**config.mk**
```make
export PLATFORM = sky130hd
export DESIGN_NAME = wheel_speed_telemetry_core
export DESIGN_NICKNAME = d
export VERILOG_FILES = /design/src/rtl/core/wst_pkg.sv /design/src/rtl/core/wst_lane.sv /design/src/rtl/core/wst_frame.sv /design/src/rtl/core/wheel_speed_telemetry_core.sv
export SDC_FILE = /design/constraint.sdc
export NUM_CORES = 2
export LEC_CHECK = 0
export BUFFER_PORTS_ARGS = -buffer_cell sky130_fd_sc_hd__buf_2
export CAP_MARGIN = 20
export CORE_AREA = 2 2 359 361
export DETAILED_ROUTE_END_ITERATION = 10
export DIE_AREA = 0 0 361 363
export PLACE_DENSITY_LB_ADDON = 0.1
export RECOVER_POWER = 50
export SYNTH_ARGS = -nofsm -noshare
export SYNTH_HDL_FRONTEND = slang
export SYNTH_SLANG_ARGS = --single-unit
export TNS_END_PERCENT = 50
```
**constraint.sdc**
```tcl
create_clock -name clk -period 17.1 [get_ports clk]
set_input_delay 2.565 -clock clk [delete_from_list [all_inputs] [get_ports clk]]
set_output_delay 2.565 -clock clk [all_outputs]
set_load 0.02 [all_outputs]
```
**src/rtl/core/wst_pkg.sv**
```systemverilog
// Shared types and constants for the wheel speed telemetry core.
package wst_pkg;

  localparam int unsigned FRAME_LEN   = 11;
  localparam int unsigned FRAME_IDX_W = $clog2(FRAME_LEN);
  localparam int unsigned DIV_BITS    = 40;
  localparam int unsigned DIV_CNT_W   = $clog2(DIV_BITS);
  localparam int unsigned APB_ADDR_W  = 3;

  localparam logic [15:0] SCALE_RESET = 16'd256;

  // register index, taken from paddr[2]
  localparam logic REG_SPEED_SCALE = 1'b0;

  // request types
  localparam logic REQ_TICK   = 1'b0;
  localparam logic REQ_REPORT = 1'b1;

  // frame byte values
  localparam logic [7:0] FRM_SOF   = 8'h55;
  localparam logic [7:0] FRM_TYPE  = 8'h02;
  localparam logic [7:0] FRM_LEN   = 8'h06;
  localparam logic [7:0] FRM_END   = 8'hBB;
  localparam logic [7:0] SIGN_POS  = 8'hFF;
  localparam logic [7:0] SIGN_NEG  = 8'h00;

  // frame byte positions
  localparam logic [FRAME_IDX_W-1:0] POS_SOF   = FRAME_IDX_W'(0);
  localparam logic [FRAME_IDX_W-1:0] POS_TYPE  = FRAME_IDX_W'(1);
  localparam logic [FRAME_IDX_W-1:0] POS_LEN   = FRAME_IDX_W'(2);
  localparam logic [FRAME_IDX_W-1:0] POS_LSIGN = FRAME_IDX_W'(3);
  localparam logic [FRAME_IDX_W-1:0] POS_LLO   = FRAME_IDX_W'(4);
  localparam logic [FRAME_IDX_W-1:0] POS_LHI   = FRAME_IDX_W'(5);
  localparam logic [FRAME_IDX_W-1:0] POS_RSIGN = FRAME_IDX_W'(6);
  localparam logic [FRAME_IDX_W-1:0] POS_RLO   = FRAME_IDX_W'(7);
  localparam logic [FRAME_IDX_W-1:0] POS_RHI   = FRAME_IDX_W'(8);
  localparam logic [FRAME_IDX_W-1:0] POS_CK    = FRAME_IDX_W'(9);
  localparam logic [FRAME_IDX_W-1:0] POS_END   = FRAME_IDX_W'(FRAME_LEN - 1);

  typedef struct packed {
    logic               req_type;
    logic signed [31:0] left_count;
    logic signed [31:0] right_count;
  } wst_in_t;

  typedef struct packed {
    logic               is_frame_byte;
    logic signed [15:0] left_speed;
    logic signed [15:0] right_speed;
    logic [7:0]         frame_byte;
    logic               last;
  } wst_out_t;

  typedef struct packed {
    logic               start;
    logic               report;
    logic signed [31:0] count;
    logic [15:0]        scale;
    logic [15:0]        ticks;
  } lane_cmd_t;

  typedef struct packed {
    logic               done;
    logic signed [15:0] speed;
    logic               neg;
    logic [15:0]        mag;
  } lane_stat_t;

  typedef struct packed {
    logic tick;
    logic rep;
  } emit_t;

endpackage

```
**src/rtl/core/wst_lane.sv**
```systemverilog
// One wheel lane: delta, accumulator, scale multiply and average divider.
module wst_lane (
  input  logic                clk,
  input  logic                rst,
  input  wst_pkg::lane_cmd_t  cmd,
  output wst_pkg::lane_stat_t stat
);

  typedef enum logic [2:0] {L_IDLE, L_MUL, L_RES, L_DIV, L_SAT} lstate_t;

  lstate_t                          state;
  logic                             op_rep;
  logic [31:0]                      prev;
  logic [31:0]                      sum;
  logic signed [31:0]               opnd;
  logic signed [47:0]               prod;
  logic signed [47:0]               prod_adj;
  logic signed [39:0]               prod_shr;
  logic [47:0]                      prod_abs;
  logic [15:0]                      speed_sat;
  logic [wst_pkg::DIV_BITS-1:0]     divd;
  logic [15:0]                      rem;
  logic [wst_pkg::DIV_CNT_W-1:0]    cnt;
  logic [16:0]                      rem_sh;
  logic [16:0]                      rem_diff;
  logic                             q_bit;

  always_comb begin
    // truncate toward zero: bias negative products before the shift
    prod_adj = prod + (prod[47] ? 48'sd255 : 48'sd0);
    prod_shr = prod_adj[47:8];
    if (prod_shr[39:15] == {25{prod_shr[39]}}) begin
      speed_sat = prod_shr[15:0];
    end else begin
      speed_sat = prod_shr[39] ? 16'h8000 : 16'h7FFF;
    end
    prod_abs = prod[47] ? 48'(-prod) : 48'(prod);
    rem_sh   = {rem, divd[wst_pkg::DIV_BITS-1]};
    rem_diff = rem_sh - {1'b0, cmd.ticks};
    q_bit    = (rem_sh >= {1'b0, cmd.ticks});
  end

  always_ff @(posedge clk) begin
    if (rst) begin
      state     <= L_IDLE;
      prev      <= '0;
      sum       <= '0;
      stat.done <= 1'b0;
    end else begin
      stat.done <= 1'b0;
      unique case (state)
        L_IDLE: begin
          if (cmd.start) begin
            op_rep <= cmd.report;
            if (cmd.report) begin
              opnd <= sum;
              sum  <= '0;
            end else begin
              opnd <= cmd.count - prev;
              prev <= cmd.count;
            end
            state <= L_MUL;
          end
        end
        L_MUL: begin
          prod <= opnd * $signed({1'b0, cmd.scale});
          if (!op_rep) begin
            sum <= sum + opnd;
          end
          state <= L_RES;
        end
        L_RES: begin
          if (!op_rep) begin
            stat.speed <= speed_sat;
            stat.done  <= 1'b1;
            state      <= L_IDLE;
          end else if (cmd.ticks == '0) begin
            stat.neg  <= 1'b0;
            stat.mag  <= '0;
            stat.done <= 1'b1;
            state     <= L_IDLE;
          end else begin
            // floor(a / (256 t)) == floor(floor(a / 256) / t)
            stat.neg <= prod[47];
            divd     <= prod_abs[47:8];
            rem      <= '0;
            cnt      <= '0;
            state    <= L_DIV;
          end
        end
        L_DIV: begin
          divd <= {divd[wst_pkg::DIV_BITS-2:0], q_bit};
          rem  <= q_bit ? rem_diff[15:0] : rem_sh[15:0];
          cnt  <= cnt + 1'b1;
          if (cnt == wst_pkg::DIV_CNT_W'(wst_pkg::DIV_BITS - 1)) begin
            state <= L_SAT;
          end
        end
        L_SAT: begin
          stat.mag  <= (divd[wst_pkg::DIV_BITS-1:16] != '0) ? 16'hFFFF : divd[15:0];
          stat.done <= 1'b1;
          state     <= L_IDLE;
        end
        default: state <= L_IDLE;
      endcase
    end
  end

endmodule

```
**src/rtl/core/wst_frame.sv**
```systemverilog
// Merge stage: output register, tick results and report frame serializer.
module wst_frame (
  input  logic                clk,
  input  logic                rst,
  input  wst_pkg::emit_t      emit,
  input  wst_pkg::lane_stat_t lstat,
  input  wst_pkg::lane_stat_t rstat,
  output logic                out_valid,
  input  logic                out_stall,
  output wst_pkg::wst_out_t   out_data,
  output logic                can_load
);

  logic                              active;
  logic [wst_pkg::FRAME_IDX_W-1:0]   idx;
  logic [wst_pkg::FRAME_IDX_W-1:0]   nidx;
  logic [7:0]                        lsb;
  logic [7:0]                        rsb;
  logic [15:0]                       lmag;
  logic [15:0]                       rmag;
  logic [7:0]                        ck;
  logic [7:0]                        nbyte;

  always_comb begin
    ck   = lsb + lmag[7:0] + lmag[15:8] + rsb + rmag[7:0] + rmag[15:8];
    nidx = idx + 1'b1;
    unique case (nidx)
      wst_pkg::POS_SOF:   nbyte = wst_pkg::FRM_SOF;
      wst_pkg::POS_TYPE:  nbyte = wst_pkg::FRM_TYPE;
      wst_pkg::POS_LEN:   nbyte = wst_pkg::FRM_LEN;
      wst_pkg::POS_LSIGN: nbyte = lsb;
      wst_pkg::POS_LLO:   nbyte = lmag[7:0];
      wst_pkg::POS_LHI:   nbyte = lmag[15:8];
      wst_pkg::POS_RSIGN: nbyte = rsb;
      wst_pkg::POS_RLO:   nbyte = rmag[7:0];
      wst_pkg::POS_RHI:   nbyte = rmag[15:8];
      wst_pkg::POS_CK:    nbyte = ck;
      wst_pkg::POS_END:   nbyte = wst_pkg::FRM_END;
      default:            nbyte = wst_pkg::FRM_END;
    endcase
    // free once the request in the register is the final one and leaves
    can_load = !out_valid || (!out_stall && (!active || idx == wst_pkg::POS_END));
  end

  always_ff @(posedge clk) begin
    if (rst) begin
      out_valid <= 1'b0;
      active    <= 1'b0;
      idx       <= '0;
    end else begin
      if (emit.tick) begin
        out_valid              <= 1'b1;
        active                 <= 1'b0;
        out_data.is_frame_byte <= 1'b0;
        out_data.left_speed    <= lstat.speed;
        out_data.right_speed   <= rstat.speed;
        out_data.frame_byte    <= '0;
        out_data.last          <= 1'b1;
      end else if (emit.rep) begin
        out_valid              <= 1'b1;
        active                 <= 1'b1;
        idx                    <= wst_pkg::POS_SOF;
        lsb                    <= lstat.neg ? wst_pkg::SIGN_NEG : wst_pkg::SIGN_POS;
        rsb                    <= rstat.neg ? wst_pkg::SIGN_NEG : wst_pkg::SIGN_POS;
        lmag                   <= lstat.mag;
        rmag                   <= rstat.mag;
        out_data.is_frame_byte <= 1'b1;
        out_data.left_speed    <= '0;
        out_data.right_speed   <= '0;
        out_data.frame_byte    <= wst_pkg::FRM_SOF;
        out_data.last          <= 1'b0;
      end else if (out_valid && !out_stall) begin
        if (active && idx != wst_pkg::POS_END) begin
          idx                 <= nidx;
          out_data.frame_byte <= nbyte;
          out_data.last       <= (nidx == wst_pkg::POS_END);
        end else begin
          out_valid <= 1'b0;
          active    <= 1'b0;
        end
      end
    end
  end

endmodule

```
**src/rtl/core/wheel_speed_telemetry_core.sv**
```systemverilog
// Tick request: result goes to the output register; next request taken once it is loaded.
// Report request: each wheel lane averages with the 40-step restoring divider, skipped when no
//   ticks were counted; then one frame byte per cycle (11 bytes) while out_stall is low.
// One request is in the lanes at a time; a new one is taken while the previous results drain.
// Synchronous active-high reset: speed_scale = 256, counts, sums and tick count cleared.
module wheel_speed_telemetry_core (
  input  logic                              clk,
  input  logic                              rst,
  input  logic                              in_valid,
  output logic                              in_stall,
  input  wst_pkg::wst_in_t                  in_data,
  output logic                              out_valid,
  input  logic                              out_stall,
  output wst_pkg::wst_out_t                 out_data,
  input  logic                              psel,
  input  logic                              penable,
  input  logic                              pwrite,
  input  logic [wst_pkg::APB_ADDR_W-1:0]    paddr,
  input  logic [31:0]                       pwdata,
  output logic [31:0]                       prdata,
  output logic                              pready
);

  typedef enum logic [1:0] {T_IDLE, T_LANE, T_EMIT} tstate_t;

  tstate_t               state;
  logic                  op_rep;
  logic [15:0]           scale;
  logic [15:0]           tick_total;
  logic                  in_acc;
  logic                  cfg_wr;
  logic                  can_load;
  wst_pkg::lane_cmd_t    lcmd;
  wst_pkg::lane_cmd_t    rcmd;
  wst_pkg::lane_stat_t   lstat;
  wst_pkg::lane_stat_t   rstat;
  wst_pkg::emit_t        emit;

  always_comb begin
    in_stall    = (state != T_IDLE);
    in_acc      = in_valid && !in_stall;
    pready      = 1'b1;
    cfg_wr      = psel && penable && pwrite && pready &&
                  (paddr[2] == wst_pkg::REG_SPEED_SCALE);
    prdata      = (paddr[2] == wst_pkg::REG_SPEED_SCALE) ? {16'd0, scale} : '0;

    lcmd.start  = in_acc;
    lcmd.report = (in_data.req_type == wst_pkg::REQ_REPORT);
    lcmd.count  = in_data.left_count;
    lcmd.scale  = scale;
    lcmd.ticks  = tick_total;
    rcmd.start  = in_acc;
    rcmd.report = (in_data.req_type == wst_pkg::REQ_REPORT);
    rcmd.count  = in_data.right_count;
    rcmd.scale  = scale;
    rcmd.ticks  = tick_total;

    emit.tick   = (state == T_EMIT) && can_load && !op_rep;
    emit.rep    = (state == T_EMIT) && can_load && op_rep;
  end

  always_ff @(posedge clk) begin
    if (rst) begin
      state      <= T_IDLE;
      scale      <= wst_pkg::SCALE_RESET;
      tick_total <= '0;
    end else begin
      if (cfg_wr) begin
        scale <= pwdata[15:0];
      end
      unique case (state)
        T_IDLE: begin
          if (in_acc) begin
            op_rep <= (in_data.req_type == wst_pkg::REQ_REPORT);
            if (in_data.req_type == wst_pkg::REQ_TICK && tick_total != 16'hFFFF) begin
              tick_total <= tick_total + 16'd1;
            end
            state <= T_LANE;
          end
        end
        T_LANE: begin
          // both lanes run in lockstep
          if (lstat.done && rstat.done) begin
            if (op_rep) begin
              tick_total <= '0;
            end
            state <= T_EMIT;
          end
        end
        T_EMIT: begin
          if (can_load) begin
            state <= T_IDLE;
          end
        end
        default: state <= T_IDLE;
      endcase
    end
  end

  wst_lane u_lane_left (
    .clk  (clk),
    .rst  (rst),
    .cmd  (lcmd),
    .stat (lstat)
  );

  wst_lane u_lane_right (
    .clk  (clk),
    .rst  (rst),
    .cmd  (rcmd),
    .stat (rstat)
  );

  wst_frame u_frame (
    .clk       (clk),
    .rst       (rst),
    .emit      (emit),
    .lstat     (lstat),
    .rstat     (rstat),
    .out_valid (out_valid),
    .out_stall (out_stall),
    .out_data  (out_data),
    .can_load  (can_load)
  );

endmodule

```
Word level (Yosys, flattened, before mapping):

Index checks and enable logic that the tools add are counted.

* register bits: 619
* latch bits: 0
* bits in writable memories: 0
* bits in read-only memories: 0
* input port bits: 107
* output and inout port bits: 77
* logic and storage cells: 267
* memories kept: 0

* add/sub/neg operators: 19
* $mul: 2
* divide/modulo/power cells: 0
* $lt $le $gt $ge: 2
* eq/ne operators: 48
* shifts and indexed selects: 0
* mux-type cells: 79
* bitwise operators: 6
* reduce and logical (&&, ||, !) cells: 68

Operators with widths (count)
* 2-to-1 mux 16 bit: 19
* 2-to-1 mux 32 bit: 6
* 2-to-1 mux 40 bit: 4
* one-hot mux 16 bit (2 select lines): 5
* one-hot mux 40 bit (2 select lines): 2
* one-hot mux 32 bit (2 select lines): 2
* adder 48 bit: 2
* multiplier 32 x 17 -> 48 bit: 2
* 2-to-1 mux 48 bit: 2
* negation 48 bit: 2
* one-hot mux 8 bit (10 select lines): 1
* adder 32 bit: 2
* subtractor 32 bit: 2
* == test 24 bit: 2
* nonzero test 24 bit: 2
* 2-to-1 mux 41 bit: 1
* adder 8 bit: 5
* AND reduction 3 bit: 13
* >= comparator 17 x 16 -> 1 bit: 2
* 2-to-1 mux 33 bit: 1
* 2-to-1 mux 8 bit: 4
* subtractor 16 bit: 2
* inequality test 2 bit (second input constant): 15
* 2-to-1 mux 9 bit: 3
* other kinds (40): 123

Logic depth before layout (Yosys ltp):

* depth in word-level cells: 10
* mapped depth: 28
* depth with buffers taken out: 25

Cells and area by module:

Synthesis repeated with hierarchy kept, for this count alone.

* cells, all modules: 7710
* area total of the unflattened synthesis: 71371.0 sq um

By module, submodules not included
* wst_lane (u_lane_right): instances 1, cells each 3593, area each 32540.0 sq um, seq. area each 6646.4 sq um
* wst_lane (u_lane_left): instances 1, cells each 3531, area each 32389.8 sq um, seq. area each 6646.4 sq um
* wst_frame: instances 1, cells each 349, area each 4439.3 sq um, seq. area each 2402.3 sq um
* wheel_speed_telemetry_core: instances 1, cells each 237, area each 2001.9 sq um, seq. area each 710.7 sq um

Least setup slack after synthesis:

OpenSTA, ideal clock, no wires.

* kind: input -> register
* from: input port rst
* to: register u_lane_right.cnt[0] (netlist bit) (enable)
* setup time: 0.558 ns
* arrival: 7.217 ns
* required time: 16.542 ns
* setup slack: 9.324 ns
* stages: 3
* path buffers: 2
* path through: clkbuf_1 -> clkbuf_1 -> nor3_1

* cells in the longest elaborated chain, start to end: 2

RTL lines
* from (decl): line wheel_speed_telemetry_core.sv:8 `input logic rst,`
* inverter 1 bit (no source line)
* AND reduction 4 bit (no source line)
* to (signal assigned): line wst_lane.sv:94 `cnt <= cnt + 1'b1;`
* to (decl): line wst_lane.sv:23 `logic [wst_pkg::DIV_CNT_W-1:0] cnt;`

Every way passes these cells.
A chain may end at the register's enable or synchronous reset.

Final worst setup path:

* from: register scale[0]
* to: register u_lane_right.prod[46], data pin

* cells in the longest elaborated chain, start to end: 1

RTL lines
* from (decl): line wheel_speed_telemetry_core.sv:28 `logic [15:0] scale;`
* from (signal assigned): line wheel_speed_telemetry_core.sv:65 `scale <= wst_pkg::SCALE_RESET;`
* from (signal assigned): line wheel_speed_telemetry_core.sv:69 `scale <= pwdata[15:0];`
* multiplier 32 x 17 -> 48 bit: line wst_lane.sv:66 `prod <= opnd * $signed({1'b0, cmd.scale});`
* to (signal assigned): line wst_lane.sv:66
* to (decl): line wst_lane.sv:16 `logic signed [47:0] prod;`

Every way passes these cells.

==> impl_metrics.toml <==
[finish]
drive_gt1_frac = 0.0514
fillCellCount = 11326
nets = 9114
regArea_mm2 = 0.0164
multiInputGateArea_mm2 = 0.0482
syn_to_final_growth_pct = 6.19

[drt]
wirelength_met1_mm = 79.9
wl_per_cell_um = 18.7
dr_wl_met2_mm = 77.1
drt_iter0_drc = 3858
via_per_inst = 5.59
vias = 52113
drt_first_pass_iters = 6
route.met3.wl_mm = 13.3
highest_layer = "met5"
drc = 0
detail-route-antenna-nets = 0
wirelength_mm = 174

[clock_network]
cts_buffers = 75
clock-sinks = 605
clockBufferDepth = 3
post_cts_resized = 0
ctsHoldBuffers = 0
cts_root_buffer = "clkbuf_16"
cts_htree_levels = 3
clk_latency_ns = 0.69
cts_setup_buffers = 0
cts_tree = "built"
clk_pin_slew_ns = 0.06

[critical_path]
worstPathRequired_ns = 17.53
path_cells = "clkbuf_1 -> nand2_1 -> fa_1 -> inv_1 -> fa_1 -> fa_1 -> inv_1 -> fa_1 -> inv_1 -> ha_1 -> a21o_1 -> a21o_1 -> a21o_1 -> a2111oi_0 -> o211ai_1 -> nand3_1 -> o21ai_0 -> o21ai_0 -> xnor2_1"
cpMaxStageDelayCell = "clkbuf_1"
cpPeakStageDelay_ns = 2.61
crit_top_cell = "fa_1"
start_kind = "flop"
end_kind = "flop"
critPathKind = "reg2reg"
worstPathArrival_ns = 9.81
cp_max_fo = 65

[timing]
fin_skew_ns = 0.0275
finalSetupViolations = 0
setup_tns_ns = 0
worst_pin_slew_ns = 3.72
finalHoldViolations = 0
hold_ws_ns = 0.411
max_freq_mhz = 107
period_share = 0.548
fin_crit_ns = 9.38
rsz0062_at_grt = "no"
relSlewSlack = -1.48
slew_viol_final = 762

[pwr]
p_seq_frac = 0.381
combPwrFrac = 0.262
p_int_mw = 3.05
peakVddDrop_mv = 0.0720
p_leak_nw = 34.0
cellPowerDensity_mw_per_mm2 = 60.1
power.switching_mw = 1.47
swShare = 0.325
clockPowerShare = 0.356

[status]
status = "finished, violations left"
violations = "capacitance limit, slew limit"

[global_routing]
antenna_found_initial = 6
overflow = 0
grt_usage = 0.273
grt_pass1_vias = 53429
grt_max_degree = 129
grt_pass1_wl_mm = 284

[floorplanning]
ioPinCount = 184
die_y_um = 363
dieArea_mm2 = 0.131
rows = 131
core_area_mm2 = 0.127
start_util = 0.558
die_x_um = 361

[synth]
synth_async_sr_flop_share = 0
yosys-top-cells-count = "inv_1, nand2_1, fa_1"
ys_types = 89
synth_area_leader_cell = "fa_1"
syn_area_per_cell_um2 = 9.24
synth_ff_type = "edfxtp_1"
synth_area_leaders = "fa_1, edfxtp_1, ha_1, inv_1, nand2_1"
ys_ff_latch = 605
synth_top_area_frac = 0.283
syn_area_mm2 = 0.0708
yosysSeqAreaShare = 0.232
synth_edf_count = 429
yosysWarnings = 0
synthesis.instances = 7670
post-synth-top-count-cell = "inv_1"

[placement]
place_hpwl_mm = 130
io_buffer_count = 148
gp_congestion = 0.892

[hold_path]
worstHoldPathType = "reg2reg"

[job]
max_cap_violations = 14
critical path: cells and delay by family (launching register included):
family,cells,cell delay (ns)
adders and majority gates,5,2.81
buffers and inverters,4,2.77
AOI/OAI and AO/OA,7,1.80
and+or+nand+nor,2,1.32
DFF,1,0.32
xor gates and xnor gates,1,0.08
through the flow:
stage | std cells | worst slack [ns] | util | area [µm²] | power, mW
final | 9316 | 7.72 | 0.592 | 75200 | 4.52
after global routing | 9315 | 7.03 | 0.592 | 75200 | 4.78
after CTS | 9310 | 8.91 | 0.593 | 75300 | 4.56
after detailed placement | 9173 | 8.93 | 0.573 | 72800 | 2.93
after global placement | 9169 | 9.03 | 0.573 | 72700 | 2.90
after floorplan | 7685 | 9.32 | - | 70900 | 2.59
final timing paths:
check	startpoint	end	slack [ns]	depth (start not counted)
setup / recovery	scale[0]	u_lane_right.prod[46]	7.72	19
hold / removal	u_lane_left.stat[4]	u_frame.lmag[4]	0.41	0
setup reg to reg	scale[0]	u_lane_right.prod[46]	7.72	19
hold reg to reg	u_lane_left.stat[4]	u_frame.lmag[4]	0.41	0
flip-flops by register name, indices dropped and copies added, names as in the netlist, 34 cells and up:
| name | cells |
|---|---|
| u_lane_left.stat | 34 |
| u_lane_right.prod | 48 |
| u_lane_left.prod | 48 |
| u_frame.out_data | 42 |
| u_lane_right.divd | 40 |
| u_lane_right.stat | 34 |
| u_lane_left.divd | 40 |
cell type report:
| type | count | area share |
|---|---|---|
| clock inverters | 36 | 0.00622 |
| repair buffers | 209 | 0.0157 |
| inverters | 1282 | 0.0640 |
| flip-flops and latches | 605 | 0.218 |
| clock buffers | 101 | 0.0269 |
| multi-input cells | 5420 | 0.641 |
| diodes | 1 | 0.0000333 |
| well taps | 1662 | 0.0276 |
logic make-up after synthesis:
group	after synthesis	share of synthesized area
buffers and inverters	1660	0.0894
AND/OR/NAND/NOR	2398	0.165
multiplexers	30	0.00433
AO/OA/AOI/OAI	1194	0.108
flip-flops	605	0.232
adder cells (fa/ha/maj)	1414	0.356
XOR/XNOR	367	0.0456
other	2	0.000106
layout by cell type (no fill, tap or decap), types with 17 or more instances in the layout:
cell,count
o31ai_1,38
o21bai_1,32
nor3b_1,17
nand4_1,46
o21ai_0,240
nor2b_1,57
or3_1,30
a211oi_1,30
xnor2_1,206
and2_1,500
nor3_1,69
xor2_1,160
edfxtp_1,429
fa_1,1001
a21o_1,143
buf_2,146
mux2i_1,25
and3_1,49
a22oi_1,58
clkbuf_1,43
nor2_1,311
dfxtp_1,160
o21a_1,82
a21oi_1,356
nor4_1,30
buf_4,36
nand3_1,112
nand2b_1,45
a31oi_1,40
clkbuf_16,76
nand2_1,1019
o211ai_1,19
inv_1,1282
ha_1,413
conb_1,17
power by group through the flow:
| stage | clock (mW) | sequential [mW] | combinational (mW) |
|---|---|---|---|
| finish | 1.61 | 1.72 | 1.19 |
| detailed placement | 0 | 1.75 | 1.18 |
| CTS | 1.65 | 1.72 | 1.18 |
| global placement | 0 | 1.75 | 1.15 |
| floorplan | 0 | 1.69 | 0.900 |
| global route | 1.71 | 1.73 | 1.35 |
routing by layer:
metal	up-vias	GRT usage
li1	24448	-
met1	25761	0.392
met2	1641	0.426
met3	261	0.0526
met4	2	0.0701
met5	-	0
(Power assumes the default switching activity.)
